==> config.mk <==
export PLATFORM = sky130hd
export DESIGN_NAME = vtpd_queue
export DESIGN_NICKNAME = d
export VERILOG_FILES = /design/src/design/vtpd_pkg.sv /design/src/design/vtpd_queue.sv
export SDC_FILE = /design/constraint.sdc
export NUM_CORES = 1
export LEC_CHECK = 0
export ABC_CLOCK_PERIOD_IN_PS = 11400
export BUFFER_PORTS_ARGS = -buffer_cell sky130_fd_sc_hd__buf_4
export CORE_MARGIN = 5
export CORE_UTILIZATION = 30
export CTS_CLUSTER_SIZE = 10
export DETAILED_ROUTE_END_ITERATION = 16
export GPL_ROUTABILITY_DRIVEN = 0
export SYNTH_ARGS = -nofsm -noshare
export SYNTH_HDL_FRONTEND = slang
export SYNTH_SLANG_ARGS = --single-unit
==> constraint.sdc <==
create_clock -name clk -period 11.4 [get_ports clk]
set_clock_uncertainty 0.1 [all_clocks]
set_input_delay 1.14 -clock clk [delete_from_list [all_inputs] [get_ports clk]]
set_output_delay 1.14 -clock clk [all_outputs]
set_load 0.005 [all_outputs]
==> src/design/vtpd_pkg.sv <==
`timescale 1ns / 1ps
package vtpd_pkg;

	localparam int NumRegs  = 8;
	localparam int AddrW    = 6;
	localparam int NumStep  = 48;
	localparam int QDepth   = 2;

	localparam logic [63:0] RegReset [NumRegs] = '{
		64'h0000_0000_0001_0000,
		64'h0000_0000_0000_0000,
		64'h0001_0000_0000_0000,
		64'h0000_0000_0000_0000,
		64'h0000_0000_0000_0000,
		64'h0000_0000_0001_0000,
		64'h0000_0000_0000_0000,
		64'h0001_0000_0000_0000
	};

	typedef logic [NumRegs-1:0][63:0] cfg_regs_t;

	typedef struct packed {
		logic [3:0][31:0] t;
		logic             sat;
	} vtx_t;

	typedef struct packed {
		logic [2:0][47:0] num;
		logic [2:0][31:0] rem;
		logic [2:0]       neg;
		logic [31:0]      den;
		logic [2:0][31:0] orig;
		logic [31:0]      w;
		logic             div;
		logic             sat;
	} dstage_t;

	function automatic dstage_t div_step(dstage_t d);
		dstage_t     r;
		logic [32:0] sh;
		logic        qb;
		r = d;
		for (int k = 0; k < 3; k++) begin
			sh = {d.rem[k], d.num[k][47]};
			qb = 1'b0;
			if (sh >= {1'b0, d.den}) begin
				sh = sh - {1'b0, d.den};
				qb = 1'b1;
			end
			r.rem[k] = sh[31:0];
			r.num[k] = {d.num[k][46:0], qb};
		end
		return r;
	endfunction

endpackage

==> src/design/vtpd_queue.sv <==
`timescale 1ns / 1ps
module vtpd_queue
	import vtpd_pkg::*;
(
	input  logic clk,
	input  logic arst_n,
	input  logic push_valid,
	output logic push_ready,
	input  vtx_t push_data,
	output logic pop_valid,
	input  logic pop_ready,
	output vtx_t pop_data
);

	vtx_t       mem_q [QDepth];
	logic       wptr_q;
	logic       rptr_q;
	logic [1:0] cnt_q;
	logic       push;
	logic       pop;

	assign push_ready = cnt_q != 2'(QDepth);
	assign pop_valid  = cnt_q != 2'd0;
	assign pop_data   = mem_q[rptr_q];
	assign push       = push_valid && push_ready;
	assign pop        = pop_valid && pop_ready;

	always_ff @(posedge clk or negedge arst_n) begin
		if (!arst_n) begin
			wptr_q <= 1'b0;
			rptr_q <= 1'b0;
			cnt_q  <= 2'd0;
		end else begin
			if (push) wptr_q <= !wptr_q;
			if (pop)  rptr_q <= !rptr_q;
			cnt_q <= cnt_q + 2'(push) - 2'(pop);
		end
	end

	always_ff @(posedge clk) begin
		if (push) mem_q[wptr_q] <= push_data;
	end

endmodule

==> impl_metrics.yaml <==
cells_and_area:
  final_cell_area_um2: 12800
  fillers: 2836
  diodes: 0
  num-nets-final: 842
  area_growth_pct: 34.3
  drive_above_1_share_pct: 59.2
global_routing:
  grt_first_pass_wirelength_um: 30400
  grt.total_usage_pct: 10.7
  overflow: 0
  grt_pass1_vias: 5380
  grt_max_degree: 76
  antenna_found_initial: 0
critical_path:
  critPathLaunchType: "flip-flop"
  cp_common_cell: "buf_4"
  worst-path-buf-inv: 2
  crit_required_ns: 10.16
  r2r_slack_ns: 8.44
  critPathMaxFanout: 71
  critPathArrivalTime_ns: 3.07
  max_stage_delay_ns: 1.09
  critPathCaptureType: "primary output"
  cp_top_family: "flip-flops"
  worstPathCellList: "buf_4 -> mux2_2 -> buf_4"
  cpMaxStageDelayCell: "dfrtp_4"
  path_class: "reg2out"
sta:
  setup_violations: 0
  relSlewSlack_pct: 27.5
  period_needed_ns: 4.31
  slew_viol_final: 0
  timing.final.crit_share_pct: 37.8
  worst_pin_slew_ns: 1.09
  maxClockFrequency_mhz: 232
  finalHoldViolations: 0
  setup_tns_ns: 0
  grt_setup_unrepaired: "no"
route:
  vias_per_cell: 4.30
  drc: 0
  maxUsedRoutingLayer: "met4"
  wl_met2_um: 9940
  wirelength_met1_um: 7970
  wl_per_cell_um: 17.7
  first_pass_iters: 4
  ant_nets: 0
  drt-initial-drc-count: 227
  routed_wl_um: 20000
  wl_met3_um: 1520
  vias: 4879
floorplan:
  die_h_um: 188
  dieWidth_um: 188
  core-area_um2: 31500
  ioPinCount: 264
  die_area_um2: 35500
  placementRows: 65
  initial_core_util_pct: 30.4
synthesis:
  ys_top_cells_by_area: "edfxtp_1 81%, mux2_2 15%, buf_6 1.2%, dfrtp_1 1.0%, xnor2_1 0.27%"
  synth_cell_types: 19
  ys_ff_latch: 262
  netlist_area_um2: 9560
  synth.top_cell.area_share_pct: 81.1
  yosysWarningCount: 0
  synth-edff-count: 258
  avgSynthCellArea_um2: 22.6
  yosysMostFrequentCell: "edfxtp_1"
  yosysSeqAreaShare_pct: 82.1
  synthFlopType: "edfxtp_1"
  async_flop_share_pct: 1.53
  netlist_top_cells_count: "258 x edfxtp_1, 129 x mux2_2, 10 x buf_6, 4 x dfrtp_1"
  netlist_instances: 423
  syn_nets: 557
  synth_top_area_cell: "edfxtp_1"
pwr:
  pwr-share-clk_pct: 27.3
  p_sw_share_pct: 26.3
  power_leakage_nw: 4.70
  vdd_drop_max_mv: 0.119
  switchingPower_uw: 833
  comb_power_share_pct: 28.0
  power.internal_mw: 2.34
  powerDensity_nw_per_um2: 247
  p_seq_share_pct: 44.7
min_path:
  worstHoldPathType: "in2async"
clock_tree:
  clk_latency_ns: 0.54
  post_cts_buffers: 0
  ctsHoldBuffers: 0
  cts.repair.resized: 0
  cts_tree: "done"
  htree_levels: 1
  root_buffer: "clkbuf_16"
  cts_made_buffers: 30
  cts_buffer_depth: 3
  cts_sinks: 262
  clk_pin_slew_ns: 0.06
job:
  maxCapViolations: 0
outcome:
  status: "complete, no violations"
placed_design:
  dp_hpwl_um: 13100
  place_area_um2: 11900
  place.port_buffers: 263
==> area by class of cell <==
class                           count  area (µm²)  area share, %
Timing Repair Buffer              267        2000           15.6
Multi-Input combinational cell    147        1590           12.4
Sequential cell                   262        7850           61.2
Clock inverter                      2        46.3          0.361
Tap cell                          402         503           3.92
Clock buffer                       54         841           6.55
==> flip-flops by register name, summed over array words and instances (netlist names) <==
register  flops
rptr_q        1
mem_q       258
wptr_q        1
cnt_q         2
==> through the flow <==
stage	hold WS, ns	instances	util [%]	setup slack (ns)	total power [mW]
2_1_floorplan	0.360	423	-	4.11	1.91
6_report	0.288	1134	40.8	7.09	3.17
3_5_place_dp	0.446	1078	38.0	7.56	2.36
3_3_place_gp	0.441	1078	38.0	7.57	2.35
4_1_cts	0.250	1134	40.8	6.98	3.24
5_1_grt	0.254	1134	40.8	6.92	3.35
==> power by group through the flow <==
stage	sequential (mW)	combinational, mW	clock (mW)
2_1_floorplan	1.41	0.507	0
3_3_place_gp	1.44	0.916	0
3_5_place_dp	1.44	0.915	0
4_1_cts	1.43	0.919	0.897
5_1_grt	1.44	0.964	0.943
6_report	1.42	0.889	0.866
==> worst paths after layout <==
kind	from	to	cells after the start
max	rptr_q	pop_data[113]	3
min	arst_n	cnt_q[1]	1
max reg2reg	cnt_q[0]	mem_q[0][104]	5
min reg2reg	wptr_q	wptr_q	1
max in group asynchronous	arst_n	rptr_q	1
min in group clk	wptr_q	wptr_q	1
==> per-layer routing <==
metal,track usage (%),vias to the layer above
met2,18.4,171
met3,3.78,40
li1,-,2261
met1,12.9,2407
met4,3.14,0
met5,0,-
==> layout by cell type (no fill, tap or decap) <==
cell / synthesis / routed
nand2_1: 2 / 2
and3_4: 0 / 1
xnor2_1: 3 / 3
o21ba_2: 1 / 1
clkinv_8: 0 / 1
nand2b_1: 1 / 1
ha_1: 1 / 1
nor2_4: 0 / 1
clkbuf_16: 0 / 30
nand3_1: 1 / 1
nor4bb_1: 1 / 1
nor2b_1: 1 / 1
buf_4: 1 / 267
nor2_1: 3 / 2
clkbuf_1: 0 / 24
a311oi_1: 1 / 1
bufinv_16: 0 / 1
dfrtp_1: 4 / 3
edfxtp_1: 258 / 258
dfrtp_4: 0 / 1
mux2_2: 129 / 129
or2_2: 1 / 1
o21ai_0: 1 / 1
==> cells by family (layout without fill, tap and decap cells) <==
group,count (synthesis),in the layout,synth area share (%)
AOI/OAI and AO/OA,3,3,0.249
xor gates and xnor gates,3,3,0.275
adders and majority gates,1,1,0.131
buffers and inverters,14,323,1.41
DFF,262,262,82.1
muxes,129,129,15.2
and+or+nand+nor,11,11,0.615
No activity file was read; power rests on OpenSTA's default activity.
